$ cat config.mk
export PLATFORM = sky130hd
export DESIGN_NAME = pid_deadzone_clamped_unit
export DESIGN_NICKNAME = d
export VERILOG_FILES = /design/src/sv/pdc_pkg.sv /design/src/sv/pdc_core.sv /design/src/sv/pid_deadzone_clamped_unit.sv
export VERILOG_INCLUDE_DIRS = /design/src /design/src/sv
export SDC_FILE = /design/constraint.sdc
export NUM_CORES = 2
export LEC_CHECK = 0
export BUFFER_PORTS_ARGS = -buffer_cell sky130_fd_sc_hd__buf_2
export CAP_MARGIN = 20
export CORE_MARGIN = 5
export CORE_UTILIZATION = 35
export DETAILED_ROUTE_END_ITERATION = 10
export GPL_TIMING_DRIVEN = 0
export SKIP_CTS_REPAIR_TIMING = 1
export SYNTH_ARGS = -nofsm -noshare
export SYNTH_HDL_FRONTEND = slang
export SYNTH_HIERARCHICAL = 1
export SYNTH_SLANG_ARGS = --single-unit
$ cat constraint.sdc
create_clock -name clk -period 24.5 [get_ports clk]
set_clock_uncertainty 0.2 [all_clocks]
set_input_delay 2.45 -clock clk [delete_from_list [all_inputs] [get_ports clk]]
set_output_delay 2.45 -clock clk [all_outputs]
set_load 0.01 [all_outputs]
$ cat src/sv/pid_deadzone_clamped_unit_macros.svh
// assertion macros shared by the pid controller rtl
`ifndef PID_DEADZONE_CLAMPED_UNIT_MACROS_SVH
`define PID_DEADZONE_CLAMPED_UNIT_MACROS_SVH

// checked property, switched off while reset is held
`define PDC_ASSERT(lbl, prop, msg) \
  lbl: assert property (@(posedge clk) disable iff (!rst_n) (prop)) else $error(msg);

// checked property that also covers the reset cycles
`define PDC_ASSERT_RST(lbl, prop, msg) \
  lbl: assert property (@(posedge clk) (prop)) else $error(msg);

`endif

$ cat src/sv/pdc_pkg.sv
// package with types and constants of the pid controller
`timescale 1ns / 1ps
`default_nettype none

package pdc_pkg;

  // default sample width, handed down as the top level parameter
  localparam int SAMPLE_WIDTH_DEF = 16;

  // fixed field widths
  localparam int GAIN_W     = 16;
  localparam int LIMIT_W    = 31;
  localparam int BAND_W     = 16;
  localparam int DRIVE_W    = 32;
  localparam int CFG_DATA_W = 31;
  localparam int CFG_IDX_W  = 3;

  // register indexes of the configuration port
  typedef enum logic [CFG_IDX_W-1:0] {
    REG_GAIN_PROP   = 3'd0,
    REG_GAIN_INTEG  = 3'd1,
    REG_GAIN_DERIV  = 3'd2,
    REG_INTEG_LIMIT = 3'd3,
    REG_DRIVE_LIMIT = 3'd4,
    REG_DEAD_BAND   = 3'd5
  } cfg_reg_t;

  // configuration register set
  typedef struct packed {
    logic signed [GAIN_W-1:0] gain_prop;
    logic signed [GAIN_W-1:0] gain_integ;
    logic signed [GAIN_W-1:0] gain_deriv;
    logic [LIMIT_W-1:0]       integ_limit;
    logic [LIMIT_W-1:0]       drive_limit;
    logic [BAND_W-1:0]        dead_band;
  } pdc_cfg_t;

endpackage

`default_nettype wire

$ cat src/sv/pdc_core.sv
// pid arithmetic with error history and clamped integral
`timescale 1ns / 1ps
`default_nettype none

`include "pid_deadzone_clamped_unit_macros.svh"

module pdc_core
  import pdc_pkg::*;
#(
  parameter int SAMPLE_WIDTH = SAMPLE_WIDTH_DEF
) (
  input  logic                           clk,
  input  logic                           rst_n,
  input  logic                           step,
  input  logic                           kind,
  input  logic signed [SAMPLE_WIDTH-1:0] setpoint,
  input  logic signed [SAMPLE_WIDTH-1:0] measured,
  input  pdc_cfg_t                       cfg,
  output logic signed [DRIVE_W-1:0]      drive_nxt
);

  localparam int EW = SAMPLE_WIDTH + 1;
  localparam int CW = (EW > BAND_W) ? EW : BAND_W;
  localparam int PW = EW + GAIN_W + 1;
  localparam int AW = ((PW > DRIVE_W) ? PW : DRIVE_W) + 2;

  logic signed [EW-1:0]        cur_err_r;
  logic signed [EW-1:0]        prev_err_r;
  logic signed [DRIVE_W-1:0]   integ_r;

  logic signed [EW-1:0]        diff;
  logic [EW-1:0]               mag;
  logic                        in_band;
  logic signed [EW-1:0]        err_new;
  logic signed [EW:0]          delta;
  logic signed [PW-1:0]        prod_d;
  logic signed [PW-2:0]        prod_p;
  logic signed [PW-2:0]        prod_i;
  logic signed [AW-1:0]        integ_sum;
  logic signed [AW-1:0]        integ_lim;
  logic signed [AW-1:0]        integ_clamp;
  logic signed [DRIVE_W-1:0]   integ_nxt;
  logic signed [AW-1:0]        drive_sum;
  logic signed [AW-1:0]        drive_lim;
  logic signed [AW-1:0]        drive_clamp;

  // error with dead zone
  assign diff    = {setpoint[SAMPLE_WIDTH-1], setpoint} - {measured[SAMPLE_WIDTH-1], measured};
  assign mag     = diff[EW-1] ? EW'(-diff) : diff;
  assign in_band = CW'(mag) < CW'(cfg.dead_band);
  assign err_new = in_band ? '0 : diff;

  // the three gain products
  assign delta  = {err_new[EW-1], err_new} - {cur_err_r[EW-1], cur_err_r};
  assign prod_d = delta * $signed(cfg.gain_deriv);
  assign prod_p = err_new * $signed(cfg.gain_prop);
  assign prod_i = err_new * $signed(cfg.gain_integ);

  // integral accumulate and clamp
  assign integ_sum = AW'(integ_r) + AW'(prod_i);
  assign integ_lim = $signed(AW'(cfg.integ_limit));

  always_comb begin
    priority if (integ_sum > integ_lim) begin
      integ_clamp = integ_lim;
    end else if (integ_sum < -integ_lim) begin
      integ_clamp = -integ_lim;
    end else begin
      integ_clamp = integ_sum;
    end
  end

  assign integ_nxt = integ_clamp[DRIVE_W-1:0];

  // drive sum and output clamp
  assign drive_sum = AW'(prod_d) + AW'(prod_p) + AW'(integ_nxt);
  assign drive_lim = $signed(AW'(cfg.drive_limit));

  always_comb begin
    priority if (drive_sum > drive_lim) begin
      drive_clamp = drive_lim;
    end else if (drive_sum < -drive_lim) begin
      drive_clamp = -drive_lim;
    end else begin
      drive_clamp = drive_sum;
    end
  end

  assign drive_nxt = kind ? '0 : drive_clamp[DRIVE_W-1:0];

  // controller history, cleared by a clear item
  always_ff @(posedge clk) begin
    if (!rst_n) begin
      cur_err_r  <= '0;
      prev_err_r <= '0;
      integ_r    <= '0;
    end else if (step) begin
      if (kind) begin
        cur_err_r  <= '0;
        prev_err_r <= '0;
        integ_r    <= '0;
      end else begin
        cur_err_r  <= err_new;
        prev_err_r <= cur_err_r;
        integ_r    <= integ_nxt;
      end
    end
  end

  `PDC_ASSERT(a_clear_zeroes, step && kind |=> cur_err_r == '0 && prev_err_r == '0 && integ_r == '0, "clear item left history")
  `PDC_ASSERT(a_err_shift, step && !kind |=> prev_err_r == $past(cur_err_r), "error history not shifted")
  `PDC_ASSERT(a_hold_idle, !step |=> $stable(integ_r) && $stable(cur_err_r), "state moved without a step")

endmodule

`default_nettype wire

$ cat src/sv/pid_deadzone_clamped_unit.sv
// top level of the pid controller with dead zone and clamps
//
// usage:
// - input channel (in_valid/in_ready) moves one item per transfer: in_kind
//   selects a control update (0) or a history clear (1), with in_setpoint and
//   in_measured as signed samples
// - result channel (out_valid/out_ready) moves one out_drive per input item,
//   in input order; a clear answers 0
// - configuration is a plain write port: cfg_we, cfg_index, cfg_data; write
//   only while no item is in flight, indexes above the dead band are ignored
// - order: the input transfer fills the input register, and the pid step then
//   moves the item into the result register, from which it is offered
// - throughput: one item per cycle while the receiver does not stall; the whole
//   pid step is one registered pass between the input register and the result register
// - when the receiver stalls, the result register holds and one more item
//   waits in the input register; in_ready drops only when both are full
// - reset (rst_n low, synchronous) empties both registers, zeroes the error
//   history and integral, and sets every configuration register to 0
`timescale 1ns / 1ps
`default_nettype none

`include "pid_deadzone_clamped_unit_macros.svh"

module pid_deadzone_clamped_unit
  import pdc_pkg::*;
#(
  parameter int SAMPLE_WIDTH = SAMPLE_WIDTH_DEF
) (
  input  logic                           clk,
  input  logic                           rst_n,
  input  logic                           in_valid,
  output logic                           in_ready,
  input  logic                           in_kind,
  input  logic signed [SAMPLE_WIDTH-1:0] in_setpoint,
  input  logic signed [SAMPLE_WIDTH-1:0] in_measured,
  output logic                           out_valid,
  input  logic                           out_ready,
  output logic signed [DRIVE_W-1:0]      out_drive,
  input  logic                           cfg_we,
  input  logic [CFG_IDX_W-1:0]           cfg_index,
  input  logic [CFG_DATA_W-1:0]          cfg_data
);

  pdc_cfg_t                       cfg_r;
  pdc_cfg_t                       cfg_nxt;
  logic                           s1_vld_r;
  logic                           s1_vld_nxt;
  logic                           s1_kind_r;
  logic signed [SAMPLE_WIDTH-1:0] s1_setpoint_r;
  logic signed [SAMPLE_WIDTH-1:0] s1_measured_r;
  logic                           out_vld_r;
  logic                           out_vld_nxt;
  logic signed [DRIVE_W-1:0]      out_drive_r;
  logic signed [DRIVE_W-1:0]      drive_nxt;
  logic                           out_free;
  logic                           step;
  logic                           in_xfer;

  // handshake control
  assign out_free = !out_vld_r || out_ready;
  assign step     = s1_vld_r && out_free;
  assign in_ready = !s1_vld_r || out_free;
  assign in_xfer  = in_valid && in_ready;

  always_comb begin
    s1_vld_nxt  = s1_vld_r;
    out_vld_nxt = out_vld_r;
    if (in_ready) begin
      s1_vld_nxt = in_valid;
    end
    if (out_free) begin
      out_vld_nxt = s1_vld_r;
    end
  end

  // configuration register writes
  always_comb begin
    cfg_nxt = cfg_r;
    if (cfg_we) begin
      unique case (cfg_reg_t'(cfg_index))
        REG_GAIN_PROP:   cfg_nxt.gain_prop   = cfg_data[GAIN_W-1:0];
        REG_GAIN_INTEG:  cfg_nxt.gain_integ  = cfg_data[GAIN_W-1:0];
        REG_GAIN_DERIV:  cfg_nxt.gain_deriv  = cfg_data[GAIN_W-1:0];
        REG_INTEG_LIMIT: cfg_nxt.integ_limit = cfg_data[LIMIT_W-1:0];
        REG_DRIVE_LIMIT: cfg_nxt.drive_limit = cfg_data[LIMIT_W-1:0];
        REG_DEAD_BAND:   cfg_nxt.dead_band   = cfg_data[BAND_W-1:0];
        default:         cfg_nxt = cfg_r;
      endcase
    end
  end

  // control registers
  always_ff @(posedge clk) begin
    if (!rst_n) begin
      cfg_r     <= '0;
      s1_vld_r  <= 1'b0;
      out_vld_r <= 1'b0;
    end else begin
      cfg_r     <= cfg_nxt;
      s1_vld_r  <= s1_vld_nxt;
      out_vld_r <= out_vld_nxt;
    end
  end

  // input register payload
  always_ff @(posedge clk) begin
    if (in_xfer) begin
      s1_kind_r     <= in_kind;
      s1_setpoint_r <= in_setpoint;
      s1_measured_r <= in_measured;
    end
  end

  // pid step
  pdc_core #(
    .SAMPLE_WIDTH(SAMPLE_WIDTH)
  ) u_core (
    .clk      (clk),
    .rst_n    (rst_n),
    .step     (step),
    .kind     (s1_kind_r),
    .setpoint (s1_setpoint_r),
    .measured (s1_measured_r),
    .cfg      (cfg_r),
    .drive_nxt(drive_nxt)
  );

  // result register payload
  always_ff @(posedge clk) begin
    if (step) begin
      out_drive_r <= drive_nxt;
    end
  end

  assign out_valid = out_vld_r;
  assign out_drive = out_drive_r;

  `PDC_ASSERT_RST(a_reset_empty, !rst_n |=> !s1_vld_r && !out_vld_r, "pipeline not empty after reset")
  `PDC_ASSERT(a_no_overwrite, s1_vld_r && out_vld_r && !out_ready |-> !in_ready, "input register overwritten")
  `PDC_ASSERT(a_xfer_lands, in_xfer |=> s1_vld_r, "accepted item lost")
  `PDC_ASSERT(a_step_fills, step |=> out_vld_r, "stepped item not offered")

endmodule

`default_nettype wire
# Word level (Yosys, flattened, before mapping)
# Index checks and enable logic that the tools add are counted.
# op_classes
n_addsub,8
n_mul,3
div,0
n_lt_le_gt_ge,5
n_eq_ne,5
shifts,0
n_mux,8
bitwise,0
reduce_logical,14
# op_table
op,count
two-way mux 32 bit,4
negator 31 -> 36 bit,2
multiplier 17 x 16 -> 33 bit,2
two-way mux 17 bit,3
adder 35 x 32 -> 36 bit,1
greater-than comparator 36 x 32 -> 1 bit,1
< comparator 34 x 36 -> 1 bit,1
< comparator 36 bit,1
adder 34 x 33 -> 35 bit,1
adder 32 x 33 -> 34 bit,1
greater-than comparator 34 x 32 -> 1 bit,1
multiplier 18 x 16 -> 34 bit,1
two-way mux 31 bit,1
subtractor 17 x 17 -> 18 bit,1
< comparator 17 x 16 -> 1 bit,1
negator 17 bit,1
subtractor 16 x 16 -> 17 bit,1
AND reduction 2 bit,6
equality test 3 x 2 -> 1 bit (second input constant),2
equality test 3 bit (second input constant),2
equality test 3 x 1 -> 1 bit (second input constant),1
zero test 3 bit,1
logical AND 1 bit,2
zero test 1 bit,2
2 further kinds,3
# word_totals
reg_bits,242
latchBits,0
ram_bits,0
mem_bits_ro,0
output_inout_bits,34
wordCells,58
n_memories,0

# Depth between registers and ports, before layout
# depth
word_depth,14
depth_mapped,102
depth_no_buf,94

# Hierarchy
# The synthesis kept the hierarchy.
# modules_own_cells
mod,instances,cells_each,area_per_inst_um2,seq_area_each_um2
pdc_core,1,5214,45194.6,980.9
pid_deadzone_clamped_unit,1,522,6628.9,4514.3

# Least setup slack after synthesis
# No wires, ideal clock.
# synth_timing
kind,reg2reg
from,register s1_measured_r[0]
to,"register out_drive_r[10], in the netlist out_drive[10] (data pin)"
setup_ps,275
arrival_ps,21367
required_time_ps,24025
slack_ps,2658
path_stages_with_launch,92
path_buffers,5
synth_period_minus_slack_ps,21842
path_cell_list,edfxtp_1 -> ha_1 -> fa_1 -> nor2b_1 -> o21ai_1 -> a21boi_1 -> o211a_1 -> o2111ai_1 -> a31oi_1 -> o311ai_0 -> a22o_1 -> clkbuf_1 -> nand2_1 -> o21ai_0 -> ha_1 -> a21boi_0 -> o21a_1 -> o21a_1 -> (+56 left out) -> o21ba_2 -> o21ai_0 -> nand2b_1 -> a21oi_1 -> xnor2_1 -> ha_1 -> a21o_1 -> a211oi_1 -> o211ai_1 -> a2111oi_0 -> a21oi_1 -> a311oi_1 -> a31oi_1 -> a2111oi_0 -> nor2_1 -> nand2_1 -> clkbuf_1 -> o221ai_1
# synth_via
elab_chain_len,14
# synth_lines
item,line,text
start: declaration,pid_deadzone_clamped_unit.sv:50,logic signed [SAMPLE_WIDTH-1:0] s1_measured_r;
start signal: assignment,pid_deadzone_clamped_unit.sv:110,s1_measured_r <= in_measured;
subtractor 16 x 16 -> 17 bit (*),pdc_core.sv:48,"assign diff = {setpoint[SAMPLE_WIDTH-1], setpoint} - {measured[SAMPLE_WIDTH-1], measured};"
negator 17 bit,pdc_core.sv:49,assign mag = diff[EW-1] ? EW'(-diff) : diff;
two-way mux 17 bit,pdc_core.sv:49,
< comparator 17 x 16 -> 1 bit,pdc_core.sv:50,assign in_band = CW'(mag) < CW'(cfg.dead_band);
two-way mux 17 bit (*),pdc_core.sv:51,assign err_new = in_band ? '0 : diff;
multiplier 17 x 16 -> 33 bit,pdc_core.sv:57,assign prod_i = err_new * $signed(cfg.gain_integ);
adder 32 x 33 -> 34 bit,pdc_core.sv:60,assign integ_sum = AW'(integ_r) + AW'(prod_i);
< comparator 34 x 36 -> 1 bit,pdc_core.sv:66,end else if (integ_sum < -integ_lim) begin
two-way mux 32 bit,pdc_core.sv:66,
two-way mux 32 bit,pdc_core.sv:64,priority if (integ_sum > integ_lim) begin
adder 35 x 32 -> 36 bit (*),pdc_core.sv:76,assign drive_sum = AW'(prod_d) + AW'(prod_p) + AW'(integ_nxt);
< comparator 36 bit,pdc_core.sv:82,end else if (drive_sum < -drive_lim) begin
two-way mux 32 bit,pdc_core.sv:82,
two-way mux 31 bit (*),pdc_core.sv:80,priority if (drive_sum > drive_lim) begin
end signal: assignment,pid_deadzone_clamped_unit.sv:131,out_drive_r <= drive_nxt;
end: declaration,pid_deadzone_clamped_unit.sv:53,logic signed [DRIVE_W-1:0] out_drive_r;
# Every way passes the cells marked *; elsewhere a longest branch is shown, timed or not.
# A chain may end at the register's enable or synchronous reset.

# Worst setup path in the final report
# layout_timing
from,register s1_setpoint_r[0]
to,"register out_drive_r[4], in the netlist out_drive[4] (data pin)"
# layout_via
elab_chain_len,14
# layout_lines
item,line,text
start: declaration,pid_deadzone_clamped_unit.sv:49,logic signed [SAMPLE_WIDTH-1:0] s1_setpoint_r;
start signal: assignment,pid_deadzone_clamped_unit.sv:109,s1_setpoint_r <= in_setpoint;
subtractor 16 x 16 -> 17 bit (*),pdc_core.sv:48,
negator 17 bit,pdc_core.sv:49,
two-way mux 17 bit,pdc_core.sv:49,
< comparator 17 x 16 -> 1 bit,pdc_core.sv:50,
two-way mux 17 bit (*),pdc_core.sv:51,
multiplier 17 x 16 -> 33 bit,pdc_core.sv:57,
adder 32 x 33 -> 34 bit,pdc_core.sv:60,
< comparator 34 x 36 -> 1 bit,pdc_core.sv:66,
two-way mux 32 bit,pdc_core.sv:66,
two-way mux 32 bit,pdc_core.sv:64,
adder 35 x 32 -> 36 bit (*),pdc_core.sv:76,
< comparator 36 bit,pdc_core.sv:82,
two-way mux 32 bit,pdc_core.sv:82,
two-way mux 31 bit (*),pdc_core.sv:80,
# Marked as above.

==> impl_results.md <==
- Setup TNS: 0 ns
- Leakage Power: 0.0272 uW
- Worst path most repeated cell: fa_1
- DRC viols: 0
- Row cnt: 141
- Gate Count Post-Synth: 5736
- Status: finished clean
- Root buffer cell: clkbuf_16
- Largest family of logic cells by synthesized area: adder cells
- Area leader, netlist: fa_1
- Measured slew at the worst slew-check pin: 1.36 ns
- Initial Utilization: 0.351
- Slowest stage delay, CP: 1.21 ns
- Initial DRC Count: 3499
- Final Max Tran Viols: 0
- Clk buf depth: 3
- Place WS: -3.89 ns
- Pwr Density: 136 nW/um^2
- Largest net degree at the start of global routing: 33
- Die X: 395 um
- WL per Instance: 23.2 um
- Critical path's slowest cell: a2111oi_0
- Seq/Total Area, Yosys: 0.106
- Final setup viols: 0
- Final setup margin: 0.623 ns
- Synth top area cells: fa_1 (39%), ha_1 (10%), inv_1 (9.4%), dfxtp_1 (6.8%), nand2_1 (4.4%)
- Clock Latency Late Sink: 0.62 ns
- Layout cells sized above 1: 0.0674
- Post-synthesis compound-gate area fraction: 0.0834
- CTS Buf Count: 29
- EDFF count, synth: 65
- P&R area growth vs syn: 9.60%
- Gr busiest metal: met2
- Most frequent cell after synthesis: inv_1
- Synth Cell Area: 51800 um^2
- XOR/XNOR Fraction of Synth Area: 0.0289
- Yosys warns: 6
- Clk sink count: 242
- Setup crit start kind: flip-flop
- Grt met1 use: 0.289
- Post-synth ARST share: 0
- Post-DRT Antenna Nets: 0
- Final core utilization: 0.385
- Min cycle time layout: 23.88 ns
- Vias per cell: 5.31
- Clock transition at path regs: 0.06 ns
- Req. time, crit path: 24.74 ns
- GRT Overall Usage: 0.230
- Die Y: 395 um
- GRT Residual Overflow: 0
- Avg Cell Area, Syn: 9.03 um^2
- Most frequent cells after synthesis: inv_1 (1292), fa_1 (1009), nand2_1 (611)
- CP max FO: 10
- Share of synthesized area spent on multiplexers: 0.0282
- Met2 usage: 0.379
- Final net count: 7417
- M3 GR Usage: 0.0549
- Final worst-path cycle share: 0.975
- Initial antenna violation count: 17
- First-pass GRT wire length: 270000 um
- Fin. Hold Viols: 0
- Post-synth cell types: 89
- WL final: 183000 um
- Post-Synth Adder-Cell Area: 0.492
- Detailed Routing Iterations Pass 1: 6
- Die area: 156000 um^2
- IO Pins: 106
- Syn_nets: 7241
- Final HPWL DP: 157000 um
- Class of the tightest hold or removal check: reg2reg
- Max-Cap Viols: 0
- Flop and latch count out of synthesis: 242
- Htree depth: 1
- Vias: 41800
- RePlAce Congestion: 1.02
- CP endpoint kind: flip-flop
- Max VDD drop: 0.284 mV
- Vias in the first global route: 42700
- Ys flop type: dfxtp_1
- Worst relative slew slack: 0.0850
- CTS tree: yes
- Area share of the largest cell type after synthesis: 0.390
- WP data arrival: 24.12 ns
- Critical path class: reg2reg
- Std-Cell Core Area: 147000 um^2
- Fmax: 41.9 MHz
- Port-buffer cells: 105
- Synth Area in Simple Gates: 0.146
-- cells by family (layout without fill, tap and decap cells) --
group / after synthesis / in the layout
flip-flops: 242 / 242
other: 0 / 1
AND/OR/NAND/NOR: 1538 / 1538
multiplexers: 143 / 143
XOR/XNOR: 171 / 171
AO/OA/AOI/OAI: 633 / 633
adder cells (fa/ha/maj): 1433 / 1433
buffers and inverters: 1576 / 1775
-- layer usage --
metal | vias to the layer above | routed length, um
met2 | 1675 | 85800
met1 | 21400 | 70700
met5 | - | 40
met4 | 6 | 9740
met3 | 394 | 16400
li1 | 18300 | -
-- layout make-up --
type | count | area (um^2)
buffer | 279 | 1260
sequential | 242 | 5500
inverter | 1294 | 4860
multi-input combinational | 3918 | 40800
tap | 1930 | 2410
antenna | 1 | 2.50
clock buffer | 37 | 838
fill | 15000 | 90700
clock inverter | 17 | 189
timing repair buffer | 148 | 935
-- power by group --
| part | total (uW) | switching [uW] | internal [uW] |
|---|---|---|---|
| sequential | 524 | 25.1 | 499 |
| combinational | 6700 | 4400 | 2300 |
| clock | 473 | 205 | 268 |
-- cell usage in the layout (no fill, tap or decap), types with 24 or more instances in the layout --
cell	count
mux2i_1	129
nand2_1	610
o21ai_0	131
a21o_1	71
clkbuf_1	163
nand3_1	189
xnor2_1	136
ha_1	422
buf_2	131
inv_1	1292
edfxtp_1	65
o21a_1	26
fa_1	1007
clkbuf_16	30
and2_1	161
a21oi_1	132
buf_4	36
buf_1	25
or3_1	37
a211oi_1	24
nand2b_1	54
xor2_1	30
clkbuf_2	34
and3_1	186
dfxtp_1	177
nor2_1	129
nor2b_1	33
nor3_1	43
-- flip-flops by register name (all words and copies together) (netlist names) --
name              count
u_core/integ_r       32
cfg_r               126
out_valid             1
s1_vld_r              1
s1_kind_r             1
out_drive            32
u_core/cur_err_r     17
s1_measured_r        16
s1_setpoint_r        16
-- path summary, 6_finish.rpt --
kind | start | endpoint | cells past startpoint | slack, ns
setup / recovery | s1_setpoint_r[0]$_DFFE_PP_ | out_drive[4]$_DFFE_PP_ | 92 | 0.62
setup reg to reg | s1_setpoint_r[0]$_DFFE_PP_ | out_drive[4]$_DFFE_PP_ | 92 | 0.62
hold reg to reg | cfg_r[104]$_SDFFE_PN0P_ | cfg_r[104]$_SDFFE_PN0P_ | 2 | 0.26
hold / removal | cfg_r[104]$_SDFFE_PN0P_ | cfg_r[104]$_SDFFE_PN0P_ | 2 | 0.26
-- per-stage QoR --
stage	hold slack (ns)	cell area, um^2	std cells	total power (uW)
floorplan	0.225	51800	5736	4530
global placement	0.244	54800	7771	6620
detailed placement	0.248	55000	7788	6720
CTS	0.257	56000	7842	7230
global route	0.284	56800	7865	8330
finish	0.255	56800	7866	7700
-- critical path, delay by kind of cell (launching register included) --
| kind | cells | cell delay (ns) |
|---|---|---|
| compound gates | 37 | 8.19 |
| xor+xnor | 2 | 0.49 |
| fa+ha+maj | 21 | 9.44 |
| buf+inv | 19 | 2.28 |
| flops | 1 | 0.33 |
| simple gates | 13 | 2.76 |
Note: power is estimated with default switching activity, not from simulation.
